--- config.mk ---
export PLATFORM = sky130hd
export DESIGN_NAME = lbp_divider
export DESIGN_NICKNAME = d
export VERILOG_FILES = /design/src/hdl/lbp_pkg.sv /design/src/hdl/lbp_divider.sv
export SDC_FILE = /design/constraint.sdc
export NUM_CORES = 1
export LEC_CHECK = 0
export BUFFER_PORTS_ARGS = -buffer_cell sky130_fd_sc_hd__buf_2
export CAP_MARGIN = 20
export CORE_UTILIZATION = 45
export DETAILED_ROUTE_END_ITERATION = 8
export PLACE_DENSITY = 0.73
export SLEW_MARGIN = 20
export SYNTH_ARGS = -nofsm -noshare
export SYNTH_HDL_FRONTEND = slang
export SYNTH_SLANG_ARGS = --single-unit
--- constraint.sdc ---
create_clock -name clk -period 2.8 [get_ports clk]
set_clock_uncertainty 0.2 [all_clocks]
set_input_delay 0.14 -clock clk [delete_from_list [all_inputs] [get_ports clk]]
set_output_delay 0.14 -clock clk [all_outputs]
set_load 0.005 [all_outputs]
--- src/hdl/lbp_pkg.sv ---
`default_nettype none
package lbp_pkg;

  localparam int unsigned PIX_W   = 12;
  localparam int unsigned GREY_W  = 8;
  localparam int unsigned CODE_W  = 8;
  localparam int unsigned BLKNO_W = 6;
  localparam int unsigned COUNT_W = 13;
  localparam int unsigned GAP_W   = 8;
  localparam int unsigned EDGE_W  = 7;
  localparam int unsigned CFG_W   = 8;
  localparam int unsigned CIDX_W  = 3;
  localparam int unsigned NB_MAX  = 8;

  localparam logic [COUNT_W-1:0] COUNT_MAX = '1;

  typedef enum logic [CIDX_W-1:0] {
    REG_GAP_ROW     = 3'd0,
    REG_GAP_COL     = 3'd1,
    REG_BLOCK_EDGE  = 3'd2,
    REG_GRID_WIDTH  = 3'd3,
    REG_GRID_HEIGHT = 3'd4
  } reg_index_t;

  typedef enum logic [2:0] {
    ST_IDLE,
    ST_DIVIDE,
    ST_INDEX,
    ST_READ,
    ST_WRITE,
    ST_DONE
  } state_t;

  typedef struct packed {
    logic rd_en;
    logic wr_en;
  } store_cmd_t;

endpackage
`default_nettype wire

--- src/hdl/lbp_divider.sv ---
`default_nettype none
// Restoring divider, one quotient bit per cycle.
module lbp_divider (
  input  wire logic                          clk,
  input  wire logic                          rst,
  input  wire logic                          start,
  input  wire logic [lbp_pkg::PIX_W-1:0]     dividend,
  input  wire logic [lbp_pkg::EDGE_W-1:0]    divisor,
  output logic                               done,
  output logic [lbp_pkg::PIX_W-1:0]          quotient
);

  localparam int unsigned CNT_W = $clog2(lbp_pkg::PIX_W);

  logic                        busy;
  logic [CNT_W-1:0]            count;
  logic [lbp_pkg::EDGE_W-1:0]  dvsr;
  logic [lbp_pkg::EDGE_W-1:0]  rem;
  logic [lbp_pkg::EDGE_W:0]    rem_shift;
  logic                        ge;

  always_comb begin
    rem_shift = {rem, quotient[lbp_pkg::PIX_W-1]};
    ge        = (rem_shift >= {1'b0, dvsr});
  end

  always_ff @(posedge clk) begin
    if (rst) begin
      busy  <= 1'b0;
      done  <= 1'b0;
      count <= '0;
    end else begin
      done <= 1'b0;
      if (start) begin
        busy  <= 1'b1;
        count <= '0;
      end else if (busy) begin
        count <= count + 1'b1;
        if (count == CNT_W'(lbp_pkg::PIX_W - 1)) begin
          busy <= 1'b0;
          done <= 1'b1;
        end
      end
    end
  end

  always_ff @(posedge clk) begin
    if (start) begin
      quotient <= dividend;
      rem      <= '0;
      dvsr     <= divisor;
    end else if (busy) begin
      rem      <= ge ? lbp_pkg::EDGE_W'(rem_shift - {1'b0, dvsr})
                     : lbp_pkg::EDGE_W'(rem_shift);
      quotient <= {quotient[lbp_pkg::PIX_W-2:0], ge};
    end
  end

endmodule
`default_nettype wire

# After elaboration in Yosys (flattened, before gate mapping)
# Index checks and enable logic that the tools add are counted.
dict set report totals {
  ff_bits 32
}
dict set report op_classes {
  add_sub_neg 2
  n_lt_le_gt_ge 1
  eq_ne 1
  muxes 7
  bitwise 1
  n_reduce_logical 3
}
# cell n
set op_table {}
lappend op_table {{12-bit 2-to-1 mux} 2}
lappend op_table {{8-bit by 7-bit >= comparator with 1-bit output} 1}
lappend op_table {{7-bit 2-to-1 mux} 1}
lappend op_table {{7-bit subtractor} 1}
lappend op_table {{4-bit by 1-bit adder with 4-bit output (second input constant)} 1}
lappend op_table {{4-bit equality test (second input constant)} 1}
lappend op_table {{1-bit 2-to-1 mux} 4}
lappend op_table {{3-bit OR reduction} 1}
lappend op_table {{2-bit nonzero test} 1}
lappend op_table {{2-bit OR reduction} 1}
lappend op_table {{1-bit NOT} 1}

# Depth between registers and ports, before layout
# Gate-level depths: netlist of run 1.
dict set report depth {
  word_depth 4
  mapped_depth 9
  depth_no_buf 7
}

# Least setup slack after synthesis of run 1
# OpenSTA, ideal clock, no wires.
dict set report synth_path {
  path_type {reg-to-reg}
  from {register quotient[11] (netlist bit)}
  to {register rem[0] (netlist bit)}
  setup_ns 0.088
  t_arrival_ns 2.072
  required_ns 2.512
  setup_slack_ns 0.440
  stages_incl_launch_ff 10
  n_path_buf 2
  period_less_slack_ns 2.360
  path_cell_list {edfxtp_1 inv_1 ha_1 fa_1 nand2b_1 a211o_1 buf_6 and3_1 buf_6 a311oi_2}
}
dict set report synth_between {
  elab_chain_cells 2
  word_cells_on_any_way 3
  classes_between {1 x add/sub; 1 x order compare; 1 x mux}
}
# item line
set synth_lines {}
lappend synth_lines {{from (decl)} lbp_divider.sv:10} ;# output logic [lbp_pkg::PIX_W-1:0] quotient
lappend synth_lines {{from (signal assigned)} lbp_divider.sv:49} ;# quotient <= dividend;
lappend synth_lines {{from (signal assigned)} lbp_divider.sv:55} ;# quotient <= {quotient[lbp_pkg::PIX_W-2:0], ge};
lappend synth_lines {{7-bit subtractor or 8-bit by 7-bit >= comparator with 1-bit output (tied branches)} {lbp_divider.sv:53, lbp_divider.sv:24}}
lappend synth_lines {{7-bit 2-to-1 mux *} lbp_divider.sv:53} ;# rem <= ge ? lbp_pkg::EDGE_W'(rem_shift - {1'b0, dvsr})
lappend synth_lines {{to (signal assigned)} lbp_divider.sv:53}
lappend synth_lines {{to (decl)} lbp_divider.sv:18} ;# logic [lbp_pkg::EDGE_W-1:0] rem;
# Mark *: on every way between the ends. The rest lies on a longest branch, timed or not.
# A chain may end at the register's enable or synchronous reset.

# Worst setup path in the final report of run 1
dict set report layout_path {
  from {register quotient[11] (netlist bit)}
  to {register rem[2] (netlist bit)}
}
# Same word-level chain as after synthesis.

==> flow_metrics.py, run 1 <==
metrics = {
    "layout": {
        "num-fill-cells": 311,
        "antennaDiodeCount": 0,
        "syn_to_final_growth_pct": 27.3,
        "final_cell_mix": "buf_2 (34), edfxtp_1 (19), dlygate4sd3_1 (19), dfxtp_1 (13)",
        "layout_commonest_cell": "buf_2",
        "final_layout_size_suffix_gt1_share_pct": 29.9,
        "finish.net_count": 244,
    },
    "route": {
        "final_antenna_net_count": 0,
        "wl_per_cell_um": 13.2,
        "drc": 0,
        "num_vias": 1387,
        "wl_um": 3470,
        "drt_iter0_drc": 26,
        "via_per_inst": 5.29,
        "first_pass_iters": 4,
    },
    "logic_synthesis": {
        "ys_seq_area_share_pct": 46.7,
        "ys_ff_latch": 32,
        "syn_area_um2": 1780,
        "ys.flop_type": "edfxtp_1",
        "synth_fp_nets": 191,
        "synth_cell_type_count": 48,
        "async_reset_ff_share_pct": 0,
        "yosys_warnings": 0,
        "syn_inst": 160,
        "synth-edff-count": 19,
        "avgSynthCellArea_um2": 11.1,
    },
    "grt": {
        "grt_max_degree": 37,
        "grt_pass1_wl_um": 5830,
        "grt_overflow": 0,
        "grt_antenna_before_repair": 0,
        "grt_usage_pct": 18.5,
        "grt_pass1_vias": 1403,
    },
    "power_and_ir_drop": {
        "p_sw_mw": 0.305,
        "total_leakage_power_nw": 0.944,
        "pwr-share-seq_pct": 47.4,
        "internal_power_mw": 0.883,
        "swShare_pct": 25.7,
        "cellPowerDensity_nw_per_um2": 524,
        "irDropWorstVdd_mv": 0.325,
        "total_power_mw": 1.19,
        "power_frac_comb_pct": 18.8,
        "p_clk_share_pct": 33.8,
    },
    "sta": {
        "tns_ns": 0,
        "fin_crit_ns": 2.44,
        "drv_slew": 0,
        "slew_headroom_pct": 57.0,
        "worst_pin_slew_ns": 0.645,
        "hold_viol": 0,
        "finalSetupViolCount": 0,
        "rsz0062_at_grt": "no",
        "fmax_mhz": 409,
        "min_period_over_period_pct": 87.2,
    },
    "die": {
        "dieArea_um2": 4210,
        "start_util_pct": 47.9,
        "core_area_um2": 3720,
        "io_pins": 35,
        "die_y_um": 64.9,
        "die_w_um": 64.9,
        "rows": 22,
    },
    "hold_path": {
        "holdCritStartpoint": "dividend[0]",
        "hp-class": "input port to flip-flop",
        "whs_endpoint": "quotient[0]$_DFFE_PP_",
        "hold-path-cell-count": 3,
    },
    "cts": {
        "clkTransAtPathRegs_ns": 0.07,
        "cts_made_buffers": 5,
        "cts_buffer_depth": 2,
        "clock_sinks": 32,
        "cts_root_buf": "clkbuf_8",
        "worstSkewPairLatency_ns": 0.29,
        "cts-resized-gates": 0,
        "cts_tree": "yes",
        "cts_max_level": 2,
    },
    "flow_run": {
        "drv_cap": 0,
    },
    "setup_path": {
        "reg2reg_slack_ns": 0.36,
        "cp-end-kind": "flip-flop",
        "cp.arrival_ns": 2.45,
        "crit_path_max_fanout": 9,
        "critPathLaunchType": "flip-flop",
        "rr_endpoint": "rem[2]$_SDFFE_PP0P_",
        "cp.required_ns": 2.80,
        "rr_startpoint": "quotient[11]$_DFFE_PP_",
        "reg2reg_depth": 7,
        "critical_path_class": "flip-flop to flip-flop",
    },
    "placement": {
        "post-dp-hpwl_um": 2450,
        "gp_congestion": 0.848,
        "portBuffers": 34,
    },
    "run_status": {
        "run_status": "finished, final reports clean",
    },
}
## Yosys cell counts, drive strengths merged (2+ instances only)
| cell | number | share of area, % |
|---|---|---|
| nor3 | 2 | 0.56 |
| ha | 8 | 5.6 |
| nor2b | 4 | 1.4 |
| dfxtp | 13 | 15 |
| nand2 | 7 | 1.5 |
| mux2i | 2 | 1.1 |
| o21ai | 5 | 1.4 |
| a41oi | 4 | 2.0 |
| buf | 6 | 2.3 |
| mux2 | 11 | 7.0 |
| xnor2 | 3 | 1.5 |
| edfxtp | 19 | 32 |
| nor3b | 6 | 2.5 |
| nand4 | 3 | 1.1 |
| or2 | 5 | 1.8 |
| xor2 | 2 | 0.98 |
| o21bai | 2 | 0.84 |
| o31ai | 2 | 0.84 |
| nand2b | 2 | 0.70 |
| a31oi | 2 | 0.70 |
| nor2 | 12 | 2.5 |
| clkbuf | 2 | 0.42 |
| a311oi | 2 | 1.7 |
| a211oi | 3 | 2.0 |
| o21a | 2 | 0.84 |
| a21oi | 2 | 0.56 |
| inv | 12 | 2.5 |
## per-layer routing
| metal | wire, um | global-route usage (%) | share of wire (%) |
|---|---|---|---|
| met1 | 1410 | 19.9 | 41 |
| met2 | 1820 | 33.3 | 52 |
| met3 | 193 | 5.11 | 5.6 |
| met4 | 49 | 8.33 | 1.4 |
| met5 | 0 | 0 | 0 |
## power by group through the flow
stage / sequential (mW) / clock [mW] / combinational (mW)
2_1_floorplan: 0.567 / 0 / 0.145
3_3_place_gp: 0.571 / 0 / 0.195
3_5_place_dp: 0.574 / 0 / 0.201
4_1_cts: 0.564 / 0.408 / 0.224
5_1_grt: 0.569 / 0.422 / 0.246
6_report: 0.564 / 0.402 / 0.223
## final cells by class
type	instances	area (um^2)	share of cell area [%]
repair buffers	54	368	16.2
clock inverters	2	12.5	0.552
multi-input cells	108	856	37.8
inverters	12	45.0	1.99
well taps	48	60.1	2.65
flip-flops and latches	32	831	36.7
clock buffers	6	93.8	4.14
## worst max-delay path: stages, from the launching register on
cell,delay [ns]
edfxtp_1,0.35
inv_1,0.07
ha_1,0.23
fa_1,0.39
nand2b_1,0.17
a211o_1,0.37
and3_1,0.31
a311oi_2,0.28
## cell families (layout without fill, tap and decap cells)
logic type	after synthesis	in the layout	synth area share, %
AO/OA/AOI/OAI	33	33	15.6
XOR/XNOR	5	5	2.46
adder cells (fa/ha/maj)	9	9	6.75
buffers and inverters	20	74	5.27
flip-flops	32	32	46.7
multiplexers	13	13	8.08
AND/OR/NAND/NOR	48	48	15.2
## flip-flops by register name (all words and copies together) (netlist names)
name      cells
busy          1
count         4
quotient     12
dvsr          7
done          1
rem           7
## timing repair
item / in CTS / in global routing
buffers inserted: 0 / 0
hold buffers: 19 / 0
endpoints found under the hold margin: 19 / 0
## per-stage QoR
stage / area (um^2) / setup slack (ns) / util [%] / std cells / hold slack (ns)
global placement: 1970 / 0.434 / 53.0 / 235 / 0.116
detailed placement: 1970 / 0.363 / 53.0 / 235 / 0.118
CTS: 2270 / 0.356 / 61.0 / 262 / 0.0116
finish: 2270 / 0.357 / 61.0 / 262 / 0.00671
global route: 2270 / 0.221 / 61.0 / 262 / 0.0224
floorplan: 1780 / 0.440 / - / 160 / 0.0124
## how the worst max path moves through the flow
stage / startpoint / to / depth (start not counted)
6_report: quotient[11]$_DFFE_PP_ / rem[2]$_SDFFE_PP0P_ / 7
4_1_cts: quotient[11]$_DFFE_PP_ / rem[2]$_SDFFE_PP0P_ / 7
3_5_place_dp: quotient[11]$_DFFE_PP_ / rem[0]$_SDFFE_PP0P_ / 7
5_1_grt: quotient[11]$_DFFE_PP_ / rem[2]$_SDFFE_PP0P_ / 7
2_1_floorplan: quotient[11]$_DFFE_PP_ / rem[0]$_SDFFE_PP0P_ / 9
3_3_place_gp: quotient[11]$_DFFE_PP_ / rem[0]$_SDFFE_PP0P_ / 7
(Power assumes the default switching activity.)
==> run 2, diff against run 1 <==
==> constraint.sdc (replaced) <==
create_clock -name clk -period 2.62 [get_ports clk]
set_clock_uncertainty 0.2 [all_clocks]
set_input_delay 0.131 -clock clk [delete_from_list [all_inputs] [get_ports clk]]
set_output_delay 0.131 -clock clk [all_outputs]
set_load 0.005 [all_outputs]
==> run 2 against run 1 <==
Compared with the run above:
- clock power increased by 8.0%
- combinational power increased by 9.0%
- setup slack got worse by 0.21 ns
- cell count increased by 0.76%
- critical path type unchanged
==> flow_metrics.py, run 2 (synthesis results as in run 1) <==
metrics = {
    "sta": {
        "slew_headroom_pct": 54.2,
        "fmax_mhz": 404,
        "min_period_over_period_pct": 94.5,
        "final.setup.worst_slack_ns": 0.145,
        "fin_crit_ns": 2.48,
        "worst_pin_slew_ns": 0.686,
        "finalSetupViolCount": 0,
        "drv_slew": 0,
        "hold_viol": 0,
        "tns_ns": 0,
        "whs_ns": 0.223,
        "rsz0062_at_grt": "no",
    },
    "cts": {
        "cts_tree": "yes",
        "cts_made_buffers": 5,
        "cts_buffer_depth": 2,
        "cts_setup_buffers": 0,
        "clock_sinks": 32,
        "cts_max_level": 2,
        "worstSkewPairLatency_ns": 0.29,
        "clkTransAtPathRegs_ns": 0.07,
        "cts_root_buf": "clkbuf_8",
    },
    "placement": {
        "dp.cells": 236,
        "pre_cts_slack_ns": 0.151,
        "post-dp-hpwl_um": 2430,
        "gp_congestion": 0.847,
        "placed_area_um2": 1980,
        "portBuffers": 34,
    },
    "power_and_ir_drop": {
        "total_leakage_power_nw": 0.952,
        "irDropWorstVdd_mv": 0.396,
        "cellPowerDensity_nw_per_um2": 560,
    },
    "route": {
        "first_pass_iters": 4,
        "drc": 0,
        "final_antenna_net_count": 0,
        "num_vias": 1391,
        "drt_iter0_drc": 39,
        "wl_per_cell_um": 13.5,
        "wl_um": 3570,
        "via_per_inst": 5.27,
    },
    "layout": {
        "largest_register_ffs": 12,
        "num-fill-cells": 306,
        "final_layout_size_suffix_gt1_share_pct": 30.1,
        "antennaDiodeCount": 0,
        "final_area_um2": 2280,
        "final_cell_mix": "buf_2 (34), dlygate4sd3_1 (20), edfxtp_1 (19), dfxtp_1 (13)",
        "layoutNonFillerInstCount": 264,
        "largestRegisters": "quotient (12), dvsr (7), rem (7)",
        "layout_commonest_cell": "buf_2",
        "regArea_um2": 831,
        "multiInputGateArea_um2": 856,
        "regMostFlops": "quotient",
        "finish.net_count": 246,
        "syn_to_final_growth_pct": 28.3,
    },
    "grt": {
        "grt_pass1_vias": 1383,
        "grt_usage_pct": 19.7,
        "grt_antenna_before_repair": 0,
        "grt_pass1_wl_um": 6200,
        "grt_max_degree": 37,
        "grt_overflow": 0,
    },
    "die": {
        "io_pins": 35,
        "dieArea_um2": 4210,
        "die_w_um": 64.9,
        "start_util_pct": 47.9,
        "rows": 22,
        "die_y_um": 64.9,
        "core_area_um2": 3720,
    },
    "setup_path": {
        "slowest_delay_ns": 0.41,
        "crit_path_max_fanout": 9,
        "crit_chain": "inv_1 > ha_1 > fa_1 > nand2b_1 > a211o_1 > and3_1 > a311oi_2",
        "cp.required_ns": 2.62,
        "path_depth": 7,
        "cp_num_buf_inv": 1,
        "slowest_stage": "fa_1",
        "reg2reg_depth": 7,
        "cp.arrival_ns": 2.48,
        "critPathLaunchType": "flip-flop",
        "cp-end-kind": "flip-flop",
        "critical_path_class": "flip-flop to flip-flop",
        "critical_path.top_delay_family": "compound AO/OA/AOI/OAI gates",
    },
    "hold_path": {
        "hold-path-cell-count": 1,
        "hp-class": "input port to flip-flop",
    },
    "flow_run": {
        "drv_cap": 0,
    },
    "run_status": {
        "run_status": "finished, final reports clean",
    },
}
[run 2: changes by cell type in the layout (fill, tap and decap cells not counted)]
cell	delta
dlygate4sd3_1	+1
buf_4	+1
[run 2: worst register-to-register path: stages (launching register included)]
cell	delay, ns
edfxtp_1	0.35
inv_1	0.07
ha_1	0.23
fa_1	0.41
nand2b_1	0.18
a211o_1	0.37
and3_1	0.30
a311oi_2	0.28
[run 2: area by class of cell]
cell class / count / area share, %
clock buffers: 6 / 4.11
clock inverters: 2 / 0.548
inverters: 12 / 1.97
multi-input cells: 108 / 37.5
flip-flops and latches: 32 / 36.4
well taps: 48 / 2.63
repair buffers: 56 / 16.9
[run 2: final timing paths]
check / endpoint / from / slack (ns)
worst max register to register: rem[0]$_SDFFE_PP0P_ / quotient[11]$_DFFE_PP_ / 0.14
worst min register to register: done$_SDFF_PP0_ / count[3]$_SDFFE_PP0P_ / 0.31
worst min-delay path: dvsr[5]$_DFFE_PP_ / start / 0.22
worst max-delay path: rem[0]$_SDFFE_PP0P_ / quotient[11]$_DFFE_PP_ / 0.14
[run 2: per-stage QoR]
stage          total power [mW]  util (%)
2_1_floorplan             0.761         -
3_3_place_gp              0.820      53.2
3_5_place_dp              0.830      53.2
4_1_cts                    1.29      61.4
5_1_grt                    1.34      61.4
6_report                   1.28      61.4
[run 2: power by group]
group          leakage (nW)  internal [mW]  switching, mW  total [mW]
Combinational         0.604          0.127          0.116       0.243
Sequential            0.296          0.577         0.0257       0.602
Clock                0.0523          0.243          0.191       0.434
[run 2: layer usage]
metal  routed length, um  global-route usage [%]  vias up
met3                 133                    5.28       12
met2                1710                    33.2       30
met1                1630                    23.0      649
met5                   0                       0        -
li1                    -                       -      700
met4                  93                    9.17        0
[run 2: timing repair]
action                                 4_1_cts  5_1_grt
endpoints found under the hold margin       20        0
gates resized for setup                      0        0
hold buffers                                20        0
==> run 3, diff against run 2 <==
--- a/config.mk
+++ b/config.mk
@@ -9,6 +9,7 @@
 export CAP_MARGIN = 20
 export CORE_UTILIZATION = 45
 export DETAILED_ROUTE_END_ITERATION = 8
+export GPL_TIMING_DRIVEN = 0
 export PLACE_DENSITY = 0.73
 export SLEW_MARGIN = 20
 export SYNTH_ARGS = -nofsm -noshare
==> constraint.sdc (replaced) <==
create_clock -name clk -period 3.02 [get_ports clk]
set_clock_uncertainty 0.2 [all_clocks]
set_input_delay 0.151 -clock clk [delete_from_list [all_inputs] [get_ports clk]]
set_output_delay 0.151 -clock clk [all_outputs]
set_load 0.005 [all_outputs]
==> run 3 against run 2 <==
Compared with the run above:
- utilization hardly changed
- total power shrank 17%
- critical path depth is 2 higher
- non-clock buffer count is 5 higher
- worst hold slack lost 0.19 ns
- combinational power shrank 9.1%
- sequential share of layout area hardly changed
- sequential power shrank 14%
- cell area hardly changed
- via count grew 5.0%
- cell count grew 1.9%
- critical path type unchanged
- critical endpoint unchanged
- largest cell class unchanged
==> flow_metrics.py, run 3 (synthesis results as in run 1) <==
metrics = {
    "run_status": {
        "run_status": "finished, final reports clean",
    },
    "power_and_ir_drop": {
        "irDropWorstVdd_mv": 0.333,
        "cellPowerDensity_nw_per_um2": 463,
        "total_leakage_power_nw": 0.951,
    },
    "sta": {
        "rsz0062_at_grt": "no",
        "fin_crit_ns": 2.54,
        "hold_viol": 0,
        "min_period_over_period_pct": 84.1,
        "finalSetupViolCount": 0,
        "worst_pin_slew_ns": 0.570,
        "drv_slew": 0,
        "fmax_mhz": 394,
        "tns_ns": 0,
        "whs_ns": 0.0372,
        "slew_headroom_pct": 62.0,
    },
    "setup_path": {
        "reg2reg_slack_ns": 0.48,
        "critPathLaunchType": "flip-flop",
        "crit_path_max_fanout": 9,
        "cp.arrival_ns": 2.53,
        "cp.required_ns": 3.01,
        "critical_path_class": "flip-flop to flip-flop",
        "cp-end-kind": "flip-flop",
    },
    "die": {
        "die_y_um": 64.9,
        "rows": 22,
        "die_w_um": 64.9,
        "io_pins": 35,
        "start_util_pct": 47.9,
        "core_area_um2": 3720,
        "dieArea_um2": 4210,
    },
    "layout": {
        "largest_register_ffs": 12,
        "regArea_um2": 831,
        "syn_to_final_growth_pct": 28.2,
        "antennaDiodeCount": 0,
        "final_layout_size_suffix_gt1_share_pct": 29.0,
        "multiInputGateArea_um2": 856,
        "regMostFlops": "quotient",
        "num-fill-cells": 304,
        "layout_commonest_cell": "buf_2",
        "largestRegisters": "quotient (12), dvsr (7), rem (7)",
        "final_cell_mix": "buf_2 (34), edfxtp_1 (19), dlygate4sd3_1 (19), dfxtp_1 (13)",
        "finish.net_count": 251,
    },
    "route": {
        "num_vias": 1460,
        "via_per_inst": 5.43,
        "drc": 0,
        "final_antenna_net_count": 0,
        "wl_um": 3920,
        "wl_per_cell_um": 14.6,
        "drt_iter0_drc": 39,
        "first_pass_iters": 4,
    },
    "cts": {
        "worstSkewPairLatency_ns": 0.28,
        "cts_made_buffers": 5,
        "cts_buffer_depth": 2,
        "cts_max_level": 2,
        "clkTransAtPathRegs_ns": 0.07,
        "clock_sinks": 32,
        "cts_tree": "yes",
        "cts_root_buf": "clkbuf_8",
        "cts_hold_buf": 19,
        "cts_setup_buffers": 0,
        "cts-resized-gates": 0,
    },
    "placement": {
        "gp_congestion": 0.822,
        "portBuffers": 34,
        "post-dp-hpwl_um": 2650,
    },
    "grt": {
        "grt_overflow": 0,
        "grt_usage_pct": 20.8,
        "grt_pass1_wl_um": 6680,
        "grt_antenna_before_repair": 0,
        "grt_max_degree": 13,
        "grt_pass1_vias": 1519,
    },
    "hold_path": {
        "hp-class": "input port to flip-flop",
    },
    "flow_run": {
        "drv_cap": 0,
    },
}
run 3: stage by stage:
stage | instances | instance area [um^2] | worst slack [ns] | total power [mW] | utilization [%]
2_1_floorplan | 160 | 1780 | 0.660 | 0.660 | -
3_3_place_gp | 242 | 2010 | 0.556 | 0.716 | 54.1
3_5_place_dp | 242 | 2010 | 0.530 | 0.726 | 54.1
4_1_cts | 269 | 2280 | 0.491 | 1.06 | 61.4
5_1_grt | 269 | 2280 | 0.332 | 1.10 | 61.4
6_report | 269 | 2280 | 0.481 | 1.06 | 61.4
run 3: final cells by class:
class | count | share of cell area, %
timing repair buffer | 53 | 15.8
multi-input combinational | 108 | 37.5
clock buffer | 7 | 3.34
clock inverter | 1 | 0.219
sequential | 32 | 36.4
buffer | 8 | 2.14
inverter | 12 | 1.97
tap | 48 | 2.63
run 3: power by group:
part           leakage (nW)  internal (mW)  total, mW  switching, mW
clock                0.0422          0.162      0.316          0.154
combinational         0.613          0.113      0.221          0.109
sequential            0.296          0.500      0.519         0.0185
total                 0.951          0.775       1.06          0.281
run 3: final timing paths:
path,depth (start not counted),start,end
worst min-delay path,1,start,dvsr[6]$_DFFE_PP_
worst min register to register,1,count[2]$_SDFFE_PP0P_,done$_SDFF_PP0_
worst max register to register,9,quotient[11]$_DFFE_PP_,rem[0]$_SDFFE_PP0P_
worst max-delay path,9,quotient[11]$_DFFE_PP_,rem[0]$_SDFFE_PP0P_
run 3: worst max-delay path, stage by stage, from the launching register on:
cell and delay, ns:
edfxtp_1 0.36, inv_1 0.09, ha_1 0.23, fa_1 0.41
nand2b_1 0.18, a211o_1 0.27, buf_6 0.14, and3_1 0.18
buf_6 0.13, a311oi_2 0.26
run 3: routing by layer:
metal	GRT usage, %	part of all wire (%)
met2	37.6	52
met3	5.28	3.4
met1	23.5	43
met4	6.94	1.2
met5	0	0
